[src/hdl/hmc_pkg.sv]
`default_nettype none
package hmc_pkg;

	// Operating modes
	typedef enum logic [1:0] {
		ALWAYS_ON   = 2'd0,
		ALWAYS_OFF  = 2'd1,
		HYST_AUTO   = 2'd2,
		TIMED_CYCLE = 2'd3
	} mode_t;

	// Register indexes on the configuration port
	localparam int unsigned CFG_INDEX_W = 3;
	localparam int unsigned CFG_DATA_W  = 16;

	localparam logic [CFG_INDEX_W-1:0] REG_MODE        = 3'd0;
	localparam logic [CFG_INDEX_W-1:0] REG_HUM_TARGET  = 3'd1;
	localparam logic [CFG_INDEX_W-1:0] REG_HUM_HYST    = 3'd2;
	localparam logic [CFG_INDEX_W-1:0] REG_MAX_RUN_MIN = 3'd3;
	localparam logic [CFG_INDEX_W-1:0] REG_WORK_TIME   = 3'd4;
	localparam logic [CFG_INDEX_W-1:0] REG_REST_TIME   = 3'd5;
	localparam logic [CFG_INDEX_W-1:0] REG_WORK_UNIT   = 3'd6;
	localparam logic [CFG_INDEX_W-1:0] REG_REST_UNIT   = 3'd7;

	// Time scaling
	localparam int unsigned MS_PER_SEC  = 1000;
	localparam int unsigned SEC_PER_MIN = 60;
	localparam int unsigned MS_PER_MIN  = MS_PER_SEC * SEC_PER_MIN;

	// 255 minutes in ms fits in 24 bits
	localparam int unsigned LIM_W = 24;

	// Over-temperature trip point, tenths of a degree
	localparam logic signed [15:0] SAFETY_TEMP_MAX = 16'sd350;

endpackage
`default_nettype wire

[src/hdl/humidifier_mode_controller.sv]
`default_nettype none
// Humidifier mode controller. Each input beat is one control poll (millisecond
// timestamp, humidity with error flag, temperature with valid flag); each poll
// yields exactly one result beat with the new drive level and a changed flag.
// The block takes one poll per cycle while the output side keeps taking
// results: a poll is held in the input register, the decision logic (a 32-bit
// time subtract and compare against a limit scaled by a constant) works on it
// there, and the result lands in the output register. Modes: force on
// (unless the sensor reports an error), force off, auto hysteresis below the
// target with a maximum run time in minutes, and a manual work/rest cycle in
// seconds or minutes. A valid temperature at or above the safety limit forces
// the drive off in every mode. Writing a different value to any cycle setting
// restarts the manual cycle in its work phase. Configure only while no poll is
// in flight; there is no read-back.
module humidifier_mode_controller
	import hmc_pkg::*;
(
	input  wire logic                    clk,
	input  wire logic                    arst_n,
	// configuration write port
	input  wire logic                    cfg_we,
	input  wire logic [CFG_INDEX_W-1:0]  cfg_index,
	input  wire logic [CFG_DATA_W-1:0]   cfg_data,
	// poll channel
	input  wire logic                    in_valid,
	output logic                         in_ready,
	input  wire logic [31:0]             now_ms,
	input  wire logic signed [15:0]      humidity,
	input  wire logic                    hum_error,
	input  wire logic signed [15:0]      temperature,
	input  wire logic                    temp_valid,
	// result channel
	output logic                         out_valid,
	input  wire logic                    out_ready,
	output logic                         hum_out,
	output logic                         out_changed
);

	// Configuration registers
	mode_t              mode_q;
	logic signed [15:0] hum_target_q;
	logic [14:0]        hum_hyst_q;
	logic [7:0]         max_run_min_q;
	logic [7:0]         work_time_q;
	logic [7:0]         rest_time_q;
	logic               work_unit_q;
	logic               rest_unit_q;

	// Controller state
	logic        drive_q;
	logic        phase_q;
	logic [31:0] cycle_start_q;
	logic [31:0] run_start_q;
	logic        restart_q;

	// Input stage
	logic               valid_s1;
	logic [31:0]        now_ms_s1;
	logic signed [15:0] humidity_s1;
	logic               hum_error_s1;
	logic signed [15:0] temperature_s1;
	logic               temp_valid_s1;

	// Output register
	logic out_valid_q;
	logic hum_out_q;
	logic out_changed_q;

	logic in_accept;
	logic advance;

	// Move the staged poll forward when the result slot is free or being drained.
	assign advance   = valid_s1 && (!out_valid_q || out_ready);
	assign in_ready  = !valid_s1 || advance;
	assign in_accept = in_valid && in_ready;

	assign out_valid   = out_valid_q;
	assign hum_out     = hum_out_q;
	assign out_changed = out_changed_q;

	// Configuration writes
	logic cycle_cfg_change;

	always_comb begin
		cycle_cfg_change = 1'b0;
		if (cfg_we) begin
			case (cfg_index)
				REG_WORK_TIME: cycle_cfg_change = (cfg_data[7:0] != work_time_q);
				REG_REST_TIME: cycle_cfg_change = (cfg_data[7:0] != rest_time_q);
				REG_WORK_UNIT: cycle_cfg_change = (cfg_data[0] != work_unit_q);
				REG_REST_UNIT: cycle_cfg_change = (cfg_data[0] != rest_unit_q);
				default:       cycle_cfg_change = 1'b0;
			endcase
		end
	end

	always_ff @(posedge clk or negedge arst_n) begin
		if (!arst_n) begin
			mode_q        <= ALWAYS_OFF;
			hum_target_q  <= '0;
			hum_hyst_q    <= '0;
			max_run_min_q <= '0;
			work_time_q   <= '0;
			rest_time_q   <= '0;
			work_unit_q   <= 1'b0;
			rest_unit_q   <= 1'b0;
		end else if (cfg_we) begin
			case (cfg_index)
				REG_MODE:        mode_q        <= mode_t'(cfg_data[1:0]);
				REG_HUM_TARGET:  hum_target_q  <= $signed(cfg_data[15:0]);
				REG_HUM_HYST:    hum_hyst_q    <= cfg_data[14:0];
				REG_MAX_RUN_MIN: max_run_min_q <= cfg_data[7:0];
				REG_WORK_TIME:   work_time_q   <= cfg_data[7:0];
				REG_REST_TIME:   rest_time_q   <= cfg_data[7:0];
				REG_WORK_UNIT:   work_unit_q   <= cfg_data[0];
				REG_REST_UNIT:   rest_unit_q   <= cfg_data[0];
				default: ;
			endcase
		end
	end

	// Input stage: hold the poll until it moves to the result register.
	always_ff @(posedge clk or negedge arst_n) begin
		if (!arst_n) begin
			valid_s1 <= 1'b0;
		end else if (in_accept) begin
			valid_s1 <= 1'b1;
		end else if (advance) begin
			valid_s1 <= 1'b0;
		end
	end

	always_ff @(posedge clk) begin
		if (in_accept) begin
			now_ms_s1      <= now_ms;
			humidity_s1    <= humidity;
			hum_error_s1   <= hum_error;
			temperature_s1 <= temperature;
			temp_valid_s1  <= temp_valid;
		end
	end

	// Limits in ms. Comparing the elapsed ms against limit * 1000 is the same as
	// comparing the elapsed whole seconds against the limit in seconds.
	logic [LIM_W-1:0] run_lim_ms;
	logic [LIM_W-1:0] work_lim_ms;
	logic [LIM_W-1:0] rest_lim_ms;

	assign run_lim_ms  = LIM_W'(max_run_min_q) * LIM_W'(MS_PER_MIN);
	assign work_lim_ms = LIM_W'(work_time_q) *
		(work_unit_q ? LIM_W'(MS_PER_MIN) : LIM_W'(MS_PER_SEC));
	assign rest_lim_ms = LIM_W'(rest_time_q) *
		(rest_unit_q ? LIM_W'(MS_PER_MIN) : LIM_W'(MS_PER_SEC));

	// Auto mode compares; the threshold is one bit wider so it never wraps.
	logic signed [16:0] thr;
	logic               hum_below_band;
	logic               hum_at_target;
	logic [31:0]        run_elapsed;
	logic               run_over;

	assign thr = $signed({hum_target_q[15], hum_target_q}) - $signed({2'b00, hum_hyst_q});
	assign hum_below_band = $signed({humidity_s1[15], humidity_s1}) < thr;
	assign hum_at_target  = humidity_s1 >= hum_target_q;
	assign run_elapsed    = now_ms_s1 - run_start_q;
	assign run_over       = run_elapsed >= {{(32-LIM_W){1'b0}}, run_lim_ms};

	// Manual cycle: a pending restart puts the cycle at the start of work.
	logic        phase_eff;
	logic [31:0] start_eff;
	logic [31:0] cyc_elapsed;
	logic [LIM_W-1:0] cyc_lim;
	logic        cyc_over;

	assign phase_eff   = restart_q ? 1'b1 : phase_q;
	assign start_eff   = restart_q ? now_ms_s1 : cycle_start_q;
	assign cyc_elapsed = now_ms_s1 - start_eff;
	assign cyc_lim     = phase_eff ? work_lim_ms : rest_lim_ms;
	assign cyc_over    = cyc_elapsed >= {{(32-LIM_W){1'b0}}, cyc_lim};

	logic safety_trip;

	assign safety_trip = (SAFETY_TEMP_MAX > 16'sd0) && temp_valid_s1 &&
		(temperature_s1 >= SAFETY_TEMP_MAX);

	// Decision and next state for the staged poll
	logic        want;
	logic [31:0] run_start_d;
	logic        phase_d;
	logic [31:0] cycle_start_d;
	logic        restart_clr;

	always_comb begin
		want          = 1'b0;
		run_start_d   = run_start_q;
		phase_d       = phase_q;
		cycle_start_d = cycle_start_q;
		restart_clr   = 1'b0;
		case (mode_q)
			ALWAYS_ON: begin
				want = !hum_error_s1;
			end
			HYST_AUTO: begin
				if (!hum_error_s1) begin
					if (hum_below_band) begin
						want = 1'b1;
					end else if (hum_at_target) begin
						want = 1'b0;
					end else begin
						want = drive_q;
					end
					// cut the drive once it has run too long
					if (want && drive_q && run_over) begin
						want = 1'b0;
					end
					// restart the run timer on switch-on
					if (want && !drive_q) begin
						run_start_d = now_ms_s1;
					end
				end
			end
			TIMED_CYCLE: begin
				// sensor error: drive off, cycle state held
				if (!hum_error_s1) begin
					restart_clr = restart_q;
					if (cyc_over) begin
						phase_d       = !phase_eff;
						cycle_start_d = now_ms_s1;
					end else begin
						phase_d       = phase_eff;
						cycle_start_d = start_eff;
					end
					want = phase_d;
				end
			end
			default: begin
				want = 1'b0;
			end
		endcase
		if (safety_trip) begin
			want = 1'b0;
		end
	end

	// State update, one poll per advance
	always_ff @(posedge clk or negedge arst_n) begin
		if (!arst_n) begin
			drive_q       <= 1'b0;
			phase_q       <= 1'b0;
			cycle_start_q <= '0;
			run_start_q   <= '0;
		end else if (advance) begin
			drive_q       <= want;
			phase_q       <= phase_d;
			cycle_start_q <= cycle_start_d;
			run_start_q   <= run_start_d;
		end
	end

	// A changed cycle setting wins over the clear from a poll.
	always_ff @(posedge clk or negedge arst_n) begin
		if (!arst_n) begin
			restart_q <= 1'b1;
		end else if (cycle_cfg_change) begin
			restart_q <= 1'b1;
		end else if (advance && restart_clr) begin
			restart_q <= 1'b0;
		end
	end

	// Result register: load on advance, drop when taken.
	always_ff @(posedge clk or negedge arst_n) begin
		if (!arst_n) begin
			out_valid_q <= 1'b0;
		end else if (advance) begin
			out_valid_q <= 1'b1;
		end else if (out_ready) begin
			out_valid_q <= 1'b0;
		end
	end

	always_ff @(posedge clk) begin
		if (advance) begin
			hum_out_q     <= want;
			out_changed_q <= want ^ drive_q;
		end
	end

endmodule
`default_nettype wire

[config.mk]
export PLATFORM = sky130hd
export DESIGN_NAME = humidifier_mode_controller
export DESIGN_NICKNAME = d
export VERILOG_FILES = /design/src/hdl/hmc_pkg.sv /design/src/hdl/humidifier_mode_controller.sv
export SDC_FILE = /design/constraint.sdc
export NUM_CORES = 1
export LEC_CHECK = 0
export BUFFER_PORTS_ARGS = -buffer_cell sky130_fd_sc_hd__buf_4
export CAP_MARGIN = 20
export CORE_MARGIN = 3
export CORE_UTILIZATION = 45
export DETAILED_ROUTE_END_ITERATION = 10
export PLACE_DENSITY = 0.62
export SYNTH_ARGS = -nofsm -noshare
export SYNTH_HDL_FRONTEND = slang
export SYNTH_SLANG_ARGS = --single-unit
[constraint.sdc]
create_clock -name clk -period 7.3 [get_ports clk]
set_input_delay 0.73 -clock clk [delete_from_list [all_inputs] [get_ports clk]]
set_output_delay 0.73 -clock clk [all_outputs]
set_load 0.05 [all_outputs]
==> results of run 1 <==
==> flip-flops by register name, indices dropped and copies added, names as in the netlist, 15 cells and up <==
register / flops
cycle_start_q: 32
hum_hyst_q: 15
hum_target_q: 16
humidity_s1: 16
now_ms_s1: 32
run_start_q: 32
temperature_s1: 15
==> layout make-up <==
class	instances	area, um^2
Fill cell	4047	21100
Clock buffer	18	429
Tap cell	592	741
Inverter	330	1240
Sequential cell	195	5220
Clock inverter	14	148
Timing Repair Buffer	183	1490
Multi-Input combinational cell	1498	14000
==> critical path, delay by kind of cell, from the launching register on <==
family	cells	cell delay [ns]
buffers and inverters	6	0.74
AOI/OAI and AO/OA	8	1.20
DFF	1	0.46
muxes	2	0.62
and+or+nand+nor	7	1.38
adders and majority gates	6	2.53
xor gates and xnor gates	1	0.09
==> placed cells by master, fill, tap and decap left out, types with 11 or more instances in the layout <==
cell / count
a21oi_1: 101
xnor2_1: 75
a21o_1: 61
dfrtp_1: 124
nand3_1: 31
o21bai_1: 15
a21oi_2: 15
xor2_1: 37
o21ai_0: 96
mux2i_1: 47
o21a_1: 16
nor2_1: 64
o21ai_1: 11
fa_1: 107
nand4_1: 26
inv_1: 323
buf_4: 171
nor3_1: 28
edfxtp_1: 67
nor2b_1: 25
nand2_1: 115
nand2b_1: 22
mux2_4: 31
clkbuf_16: 18
mux2_2: 60
and3_1: 12
ha_1: 311
==> metrics by stage <==
stage | utilization [%] | cells | setup TNS [ns] | area (um^2) | hold WS (ns)
floorplan | - | 2068 | 0 | 20300 | 0.434
global placement | 49.8 | 2784 | -7.90 | 22100 | 0.459
detailed placement | 49.8 | 2784 | -9.88 | 22100 | 0.471
CTS | 51.7 | 2824 | 0 | 22900 | 0.337
global route | 52.4 | 2830 | -4.29 | 23200 | 0.373
finish | 52.4 | 2830 | 0 | 23200 | 0.291
==> cells by family (layout without fill, tap and decap cells) <==
logic type | after synthesis | count (layout) | synth area share [%]
xor gates and xnor gates | 114 | 114 | 4.93
DFF | 195 | 195 | 25.8
adders and majority gates | 426 | 426 | 30.3
and+or+nand+nor | 404 | 404 | 10.2
muxes | 141 | 141 | 8.03
AOI/OAI and AO/OA | 413 | 413 | 13.6
buffers and inverters | 375 | 545 | 7.26
==> layer usage <==
metal	track usage [%]	up-vias	share of wire, %
li1	-	7457	-
met1	29.2	7349	48
met2	33.9	286	46
met3	3.66	44	4.2
met4	4.24	2	1.3
met5	0	-	0.042
==> repair_timing <==
item                                    in CTS  in global routing
endpoints found under the setup margin      36                 36
gates resized for setup                     43                 57
setup buffers                                6                  6
hold buffers                                 0                  0
cloned                                       2                  1
pin swaps                                   28                 39
==> worst paths after layout <==
path	from	to	slack, ns
min in group clk	humidity[13]	humidity_s1[13]	0.43
hold reg to reg	valid_s1	out_valid	0.48
setup / recovery	work_unit_q	out_changed	0.05
setup reg to reg	work_unit_q	out_changed	0.05
hold / removal	arst_n	drive_q	0.29
max in group asynchronous	arst_n	work_unit_q	5.75
==> results.py, run 1 <==
metrics = {
    "run_status": {
        "outcome": "finished, final reports clean",
    },
    "setup_path": {
        "start_kind": "register",
        "critPathRequiredTime_ns": 7.52,
        "slowest_stage": "fa_1",
        "crit_path_end_kind": "register",
        "critPathKind": "register to register",
        "r2r_cells": 30,
        "crit_fanout": 6,
        "arrival_ns": 7.47,
        "slowest_delay_ns": 0.56,
    },
    "min_path": {
        "hold_class": "input port to asynchronous set/reset pin",
    },
    "floorplanning": {
        "dieArea_um2": 47600,
        "core_um2": 44300,
        "num_rows": 77,
        "io_pins": 94,
        "die_y_um": 218,
        "start_util_pct": 45.7,
        "dieWidth_um": 218,
    },
    "global_routing": {
        "grt_pass1_vias": 15600,
        "grt_max_degree": 78,
        "grt_pass1_wl_um": 79300,
        "track_usage_pct": 20.8,
        "antenna_found_initial": 1,
        "overflow": 0,
    },
    "synthesis": {
        "synth_top_area_share_pct": 19.7,
        "synth_area_leaders": "ha_1 (20%), dfrtp_1 (16%), fa_1 (11%)",
        "yosysSeqAreaShare_pct": 25.8,
        "ys_ff_latch": 195,
        "synth_warnings": 0,
        "synth_edf_count": 67,
        "synth_nets": 2584,
        "synth_most_common_cell": "inv_1",
        "async_flop_share_pct": 65.6,
        "synthTopCellsByCount": "inv_1 (330), ha_1 (319), dfrtp_1 (126)",
        "syn_inst": 2068,
        "avgSynthCellArea_um2": 9.80,
        "ys.flop_type": "dfrtp_1",
        "synth_cell_type_count": 87,
        "synth_top_cell_by_area": "ha_1",
        "syn_area_um2": 20300,
    },
    "clock_network": {
        "numCtsBuffers": 17,
        "clk_pin_slew_worst_paths_ns": 0.08,
        "clock-sinks": 195,
        "root_buffer": "clkbuf_16",
        "cts.path.max_buffers": 2,
        "htree_levels": 4,
        "clkLatencyLatePin_ns": 0.47,
        "cts_tree": "done",
    },
    "timing": {
        "setup_viol": 0,
        "period_needed_ns": 7.25,
        "timing.slew.headroom_pct": 35.5,
        "max_freq_mhz": 138,
        "grt_setup_unrepaired": "yes",
        "post-route-period-util_pct": 99.3,
        "hold_viol": 0,
        "worst_pin_slew_ns": 0.968,
        "drv_slew": 0,
        "finClkSkew_ns": 0.0137,
        "setup_ws_ns": 0.0531,
    },
    "route": {
        "finalWirelength_um": 48000,
        "ant_nets": 0,
        "drc_errors": 0,
        "detail_route.wl_per_cell_um": 16.9,
        "drt_iter0_drc": 680,
        "via_per_inst": 5.35,
        "vias": 15100,
        "drtPass1Iterations": 6,
    },
    "place": {
        "place_congestion": 0.906,
        "dp_hpwl_um": 38500,
        "pre_cts_slack_ns": -0.328,
        "portBuffers": 92,
    },
    "finish": {
        "nets": 2741,
        "layout-drive-gt1-share_pct": 18.7,
        "area_growth_pct": 14.7,
        "n_antenna_cell": 0,
    },
    "flow_run": {
        "maxCapViolCount": 0,
    },
}
Power of run 1 is left out: the tool's default activity adds up to more than one toggle a clock period on the data nets, which glitch-free logic cannot reach.
==> run 2: changes to the inputs <==
--- a/config.mk
+++ b/config.mk
@@ -9,8 +9,10 @@
 export CAP_MARGIN = 20
 export CORE_MARGIN = 3
 export CORE_UTILIZATION = 45
+export CTS_BUF_LIST = sky130_fd_sc_hd__clkbuf_4 sky130_fd_sc_hd__clkbuf_8 sky130_fd_sc_hd__clkbuf_16
 export DETAILED_ROUTE_END_ITERATION = 10
 export PLACE_DENSITY = 0.62
+export SLEW_MARGIN = 20
 export SYNTH_ARGS = -nofsm -noshare
 export SYNTH_HDL_FRONTEND = slang
 export SYNTH_SLANG_ARGS = --single-unit
==> results.py, run 2 (same netlist as run 1, synthesis figures left out) <==
metrics = {
    "finish": {
        "multi_input_area_um2": 14000,
        "reg_top3": "cycle_start_q: 32 flops, now_ms_s1: 32 flops, run_start_q: 32 flops",
        "n_antenna_cell": 0,
        "layout_commonest_cell": "inv_1",
        "nets": 2741,
        "final_cell_mix": "inv_1 (323), ha_1 (311), buf_4 (171)",
        "area_growth_pct": 14.7,
        "area.sequential_um2": 5220,
        "fin_util_pct": 52.4,
        "fillerInstances": 4047,
        "layout-drive-gt1-share_pct": 18.7,
    },
    "floorplanning": {
        "die_y_um": 218,
        "num_rows": 77,
        "core_um2": 44300,
        "dieArea_um2": 47600,
        "io_pins": 94,
        "dieWidth_um": 218,
        "start_util_pct": 45.7,
    },
    "place": {
        "place_congestion": 0.906,
        "portBuffers": 92,
        "dp_hpwl_um": 38500,
    },
    "clock_network": {
        "clock-sinks": 195,
        "clkLatencyLatePin_ns": 0.47,
        "htree_levels": 4,
        "clk_pin_slew_worst_paths_ns": 0.08,
        "numCtsBuffers": 17,
        "cts_tree": "done",
        "root_buffer": "clkbuf_16",
        "cts.path.max_buffers": 2,
    },
    "setup_path": {
        "critPathKind": "register to register",
        "start_kind": "register",
        "slowest_delay_ns": 0.56,
        "arrival_ns": 7.47,
        "reg2reg_from": "work_unit_q",
        "crit_fanout": 6,
        "r2r_cells": 30,
        "crit_path_end_kind": "register",
        "worst-r2r-setup-slack_ns": 0.05,
        "slowest_stage": "fa_1",
        "critPathRequiredTime_ns": 7.52,
        "startpoint": "work_unit_q",
        "endpoint": "out_changed",
        "r2r-end": "out_changed",
    },
    "timing": {
        "post-route-period-util_pct": 99.3,
        "timing.slew.headroom_pct": 35.3,
        "hold_viol": 0,
        "grt_setup_unrepaired": "yes",
        "worst_pin_slew_ns": 0.970,
        "finClkSkew_ns": 0.0145,
        "max_freq_mhz": 138,
        "drv_slew": 0,
        "setup_viol": 0,
        "period_needed_ns": 7.25,
    },
    "route": {
        "drc_errors": 0,
        "drtPass1Iterations": 5,
        "vias": 15100,
        "finalWirelength_um": 48000,
        "ant_nets": 0,
        "drt_iter0_drc": 682,
        "detail_route.wl_per_cell_um": 17.0,
        "via_per_inst": 5.35,
    },
    "global_routing": {
        "antenna_found_initial": 1,
        "track_usage_pct": 20.8,
        "overflow": 0,
        "grt_max_degree": 78,
        "grt_pass1_wl_um": 79300,
        "grt_pass1_vias": 15600,
    },
    "flow_run": {
        "maxCapViolCount": 0,
    },
    "min_path": {
        "hold_class": "input port to asynchronous set/reset pin",
    },
    "run_status": {
        "outcome": "finished, final reports clean",
    },
}
[run 2: changes by cell type in the layout (fill, tap and decap cells not counted)]
cell,before,now
clkbuf_1,1,0
clkbuf_4,0,1
[run 2: layer usage]
metal | wire length, um | global-route usage (%)
met1 | 23300 | 29.2
met2 | 22100 | 33.9
met3 | 1950 | 3.66
met4 | 644 | 4.24
met5 | 20 | 0
[run 2: worst max-delay path, delay by kind of cell (launching register included)]
| family | cells | cell delay [ns] |
|---|---|---|
| mux | 2 | 0.62 |
| buf+inv | 6 | 0.74 |
| xor+xnor | 1 | 0.09 |
| simple gates | 7 | 1.39 |
| flops | 1 | 0.46 |
| compound gates | 8 | 1.20 |
| fa+ha+maj | 6 | 2.53 |
[run 2: worst min path at each step]
stage / from / end / slack, ns / depth (start not counted)
finish: arst_n / drive_q / 0.29 / 1
global placement: cycle_start_q[1] / cycle_start_q[1] / 0.46 / 2
floorplan: arst_n / cycle_start_q[0] / 0.43 / 0
detailed placement: cycle_start_q[0] / cycle_start_q[0] / 0.47 / 2
CTS: arst_n / drive_q / 0.34 / 1
global route: arst_n / drive_q / 0.37 / 1
[run 2: final cells by class]
cell class                      instances  share of cell area (%)
Sequential cell                       195                    22.5
Clock buffer                           18                    1.86
Timing Repair Buffer                  183                    6.40
Multi-Input combinational cell       1498                    60.1
Inverter                              330                    5.35
Clock inverter                         14                   0.635
Tap cell                              592                    3.19
[run 2: stage by stage]
step                      std cells  area (um^2)  TNS, ns  hold slack, ns  setup WS [ns]
after floorplan                2068        20300        0           0.434          0.162
after global placement         2784        22100    -7.90           0.459         -0.268
after detailed placement       2784        22100    -9.88           0.471         -0.328
after CTS                      2824        22900        0           0.337       0.000271
after global routing           2830        23200    -4.29           0.373         -0.203
final                          2830        23200        0           0.291         0.0529
[run 2: repair_timing]
item | CTS | global route
gates cloned | 2 | 1
resized for setup | 43 | 57
hold buffers | 0 | 0
setup endpoints to repair | 36 | 36
endpoints found under the hold margin | 0 | 0
pin swaps | 28 | 39
setup buffers | 6 | 6
Power of run 2 is left out for the same reason.
==> run 3: changes to the inputs <==
--- a/config.mk
+++ b/config.mk
@@ -7,11 +7,13 @@
 export LEC_CHECK = 0
 export BUFFER_PORTS_ARGS = -buffer_cell sky130_fd_sc_hd__buf_4
 export CAP_MARGIN = 20
+export CELL_PAD_IN_SITES_DETAIL_PLACEMENT = 0
+export CELL_PAD_IN_SITES_GLOBAL_PLACEMENT = 2
 export CORE_MARGIN = 3
-export CORE_UTILIZATION = 45
+export CORE_UTILIZATION = 38
 export CTS_BUF_LIST = sky130_fd_sc_hd__clkbuf_4 sky130_fd_sc_hd__clkbuf_8 sky130_fd_sc_hd__clkbuf_16
 export DETAILED_ROUTE_END_ITERATION = 10
-export PLACE_DENSITY = 0.62
+export PLACE_DENSITY = 0.77
 export SLEW_MARGIN = 20
 export SYNTH_ARGS = -nofsm -noshare
 export SYNTH_HDL_FRONTEND = slang
==> results.py, run 3 (same netlist as run 1, synthesis figures left out) <==
metrics = {
    "clock_network": {
        "cts_tree": "done",
        "clkLatencyLatePin_ns": 0.48,
        "root_buffer": "clkbuf_16",
        "numCtsBuffers": 17,
        "clk_pin_slew_worst_paths_ns": 0.08,
        "htree_levels": 4,
        "cts.path.max_buffers": 2,
        "cts_hold_buffers": 0,
        "clock-sinks": 195,
    },
    "setup_path": {
        "crit_fanout": 11,
        "arrival_ns": 7.52,
        "crit_path_end_kind": "register",
        "start_kind": "register",
        "slowest_stage": "fa_1",
        "critPathKind": "register to register",
        "critPathRequiredTime_ns": 7.66,
        "worst-r2r-setup-slack_ns": 0.15,
        "slowest_delay_ns": 0.54,
    },
    "floorplanning": {
        "io_pins": 94,
        "dieWidth_um": 237,
        "die_y_um": 237,
        "dieArea_um2": 56100,
        "start_util_pct": 38.9,
        "core_um2": 52000,
        "num_rows": 83,
    },
    "route": {
        "drc_errors": 0,
        "drtPass1Iterations": 5,
        "detail_route.wl_per_cell_um": 16.7,
        "via_per_inst": 5.00,
        "ant_nets": 0,
        "finalWirelength_um": 49300,
        "vias": 14800,
        "drt_iter0_drc": 625,
    },
    "global_routing": {
        "overflow": 0,
        "grt_pass1_wl_um": 80100,
        "grt_pass1_vias": 15000,
        "grt_max_degree": 75,
        "antenna_found_initial": 3,
        "track_usage_pct": 17.8,
    },
    "timing": {
        "post-route-period-util_pct": 98.0,
        "grt_setup_unrepaired": "yes",
        "fin_setup_tns_ns": 0,
        "drv_slew": 0,
        "finClkSkew_ns": 0.0204,
        "setup_viol": 0,
        "max_freq_mhz": 140,
        "worst_pin_slew_ns": 1.04,
        "period_needed_ns": 7.15,
        "hold_viol": 0,
        "whs_ns": 0.210,
        "timing.slew.headroom_pct": 29.2,
    },
    "place": {
        "place_area_um2": 22400,
        "dp_hpwl_um": 40000,
        "place_congestion": 0.834,
        "portBuffers": 92,
    },
    "flow_run": {
        "maxCapViolCount": 0,
    },
    "finish": {
        "nets": 2773,
        "layout_commonest_cell": "inv_1",
        "area_growth_pct": 16.3,
        "layout-drive-gt1-share_pct": 19.8,
        "fillerInstances": 5001,
        "final_cell_mix": "inv_1 (321), ha_1 (311), buf_4 (201)",
        "reg_top3": "cycle_start_q: 32 flops, now_ms_s1: 32 flops, run_start_q: 32 flops",
        "stdcell_area_um2": 23600,
    },
    "run_status": {
        "outcome": "finished, final reports clean",
    },
    "min_path": {
        "hold_class": "input port to asynchronous set/reset pin",
    },
}
-- run 3: cell count changes in the layout (fill, tap and decap cells not counted), sizes merged --
cell,delta
buf,+32
clkinv,-2
diode,+1
clkbuf,-1
inv,+2
clkinvlp,+1
-- run 3: path summary, 6_finish.rpt --
| check | from | endpoint | depth (start not counted) |
|---|---|---|---|
| setup / recovery | work_unit_q | drive_q | 32 |
| hold / removal | arst_n | run_start_q[23] | 1 |
| setup reg to reg | work_unit_q | drive_q | 32 |
| hold reg to reg | cycle_start_q[1] | cycle_start_q[1] | 2 |
| max in group asynchronous | arst_n | rest_unit_q | 2 |
| min in group clk | now_ms[2] | now_ms_s1[2] | 1 |
-- run 3: per-stage QoR --
stage	std cells	util [%]	worst slack (ns)
after global routing	2951	45.3	-0.211
after CTS	2942	44.8	-0.0921
after floorplan	2068	-	0.162
after global placement	2901	43.0	-0.360
after detailed placement	2901	43.0	-0.308
final	2951	45.3	0.146
-- run 3: worst max-delay path, delay by kind of cell, from the launching register on --
family	cells	cell delay (ns)
adders and majority gates	6	2.39
and+or+nand+nor	7	1.38
AOI/OAI and AO/OA	8	1.04
buffers and inverters	8	1.00
muxes	3	0.79
DFF	1	0.45
-- run 3: area by class of cell --
cell class / instances / area [um^2] / share of cell area, %
Clock inverter: 15 / 180 / 0.765
Sequential cell: 195 / 5220 / 22.2
Multi-Input combinational cell: 1498 / 13900 / 59.0
Inverter: 330 / 1240 / 5.26
Tap cell: 680 / 851 / 3.61
Timing Repair Buffer: 215 / 1730 / 7.35
Clock buffer: 17 / 425 / 1.81
Antenna cell: 1 / 2.50 / 0.0106
-- run 3: repair_timing --
item / in CTS / in global routing
resized for setup: 49 / 44
buffers inserted: 7 / 8
gates cloned: 2 / 1
hold endpoints to repair: 0 / 0
pin swaps: 33 / 33
endpoints found under the setup margin: 35 / 36
-- run 3: layer usage --
metal  vias to the layer above  routed length (um)  track usage (%)
met1                      7017               25000             25.6
met3                        36                1400             2.80
met5                         -                  19                0
li1                       7535                   -                -
met4                         4                 600             3.57
met2                       163               22200             28.3
Power of run 3 is left out for the same reason.
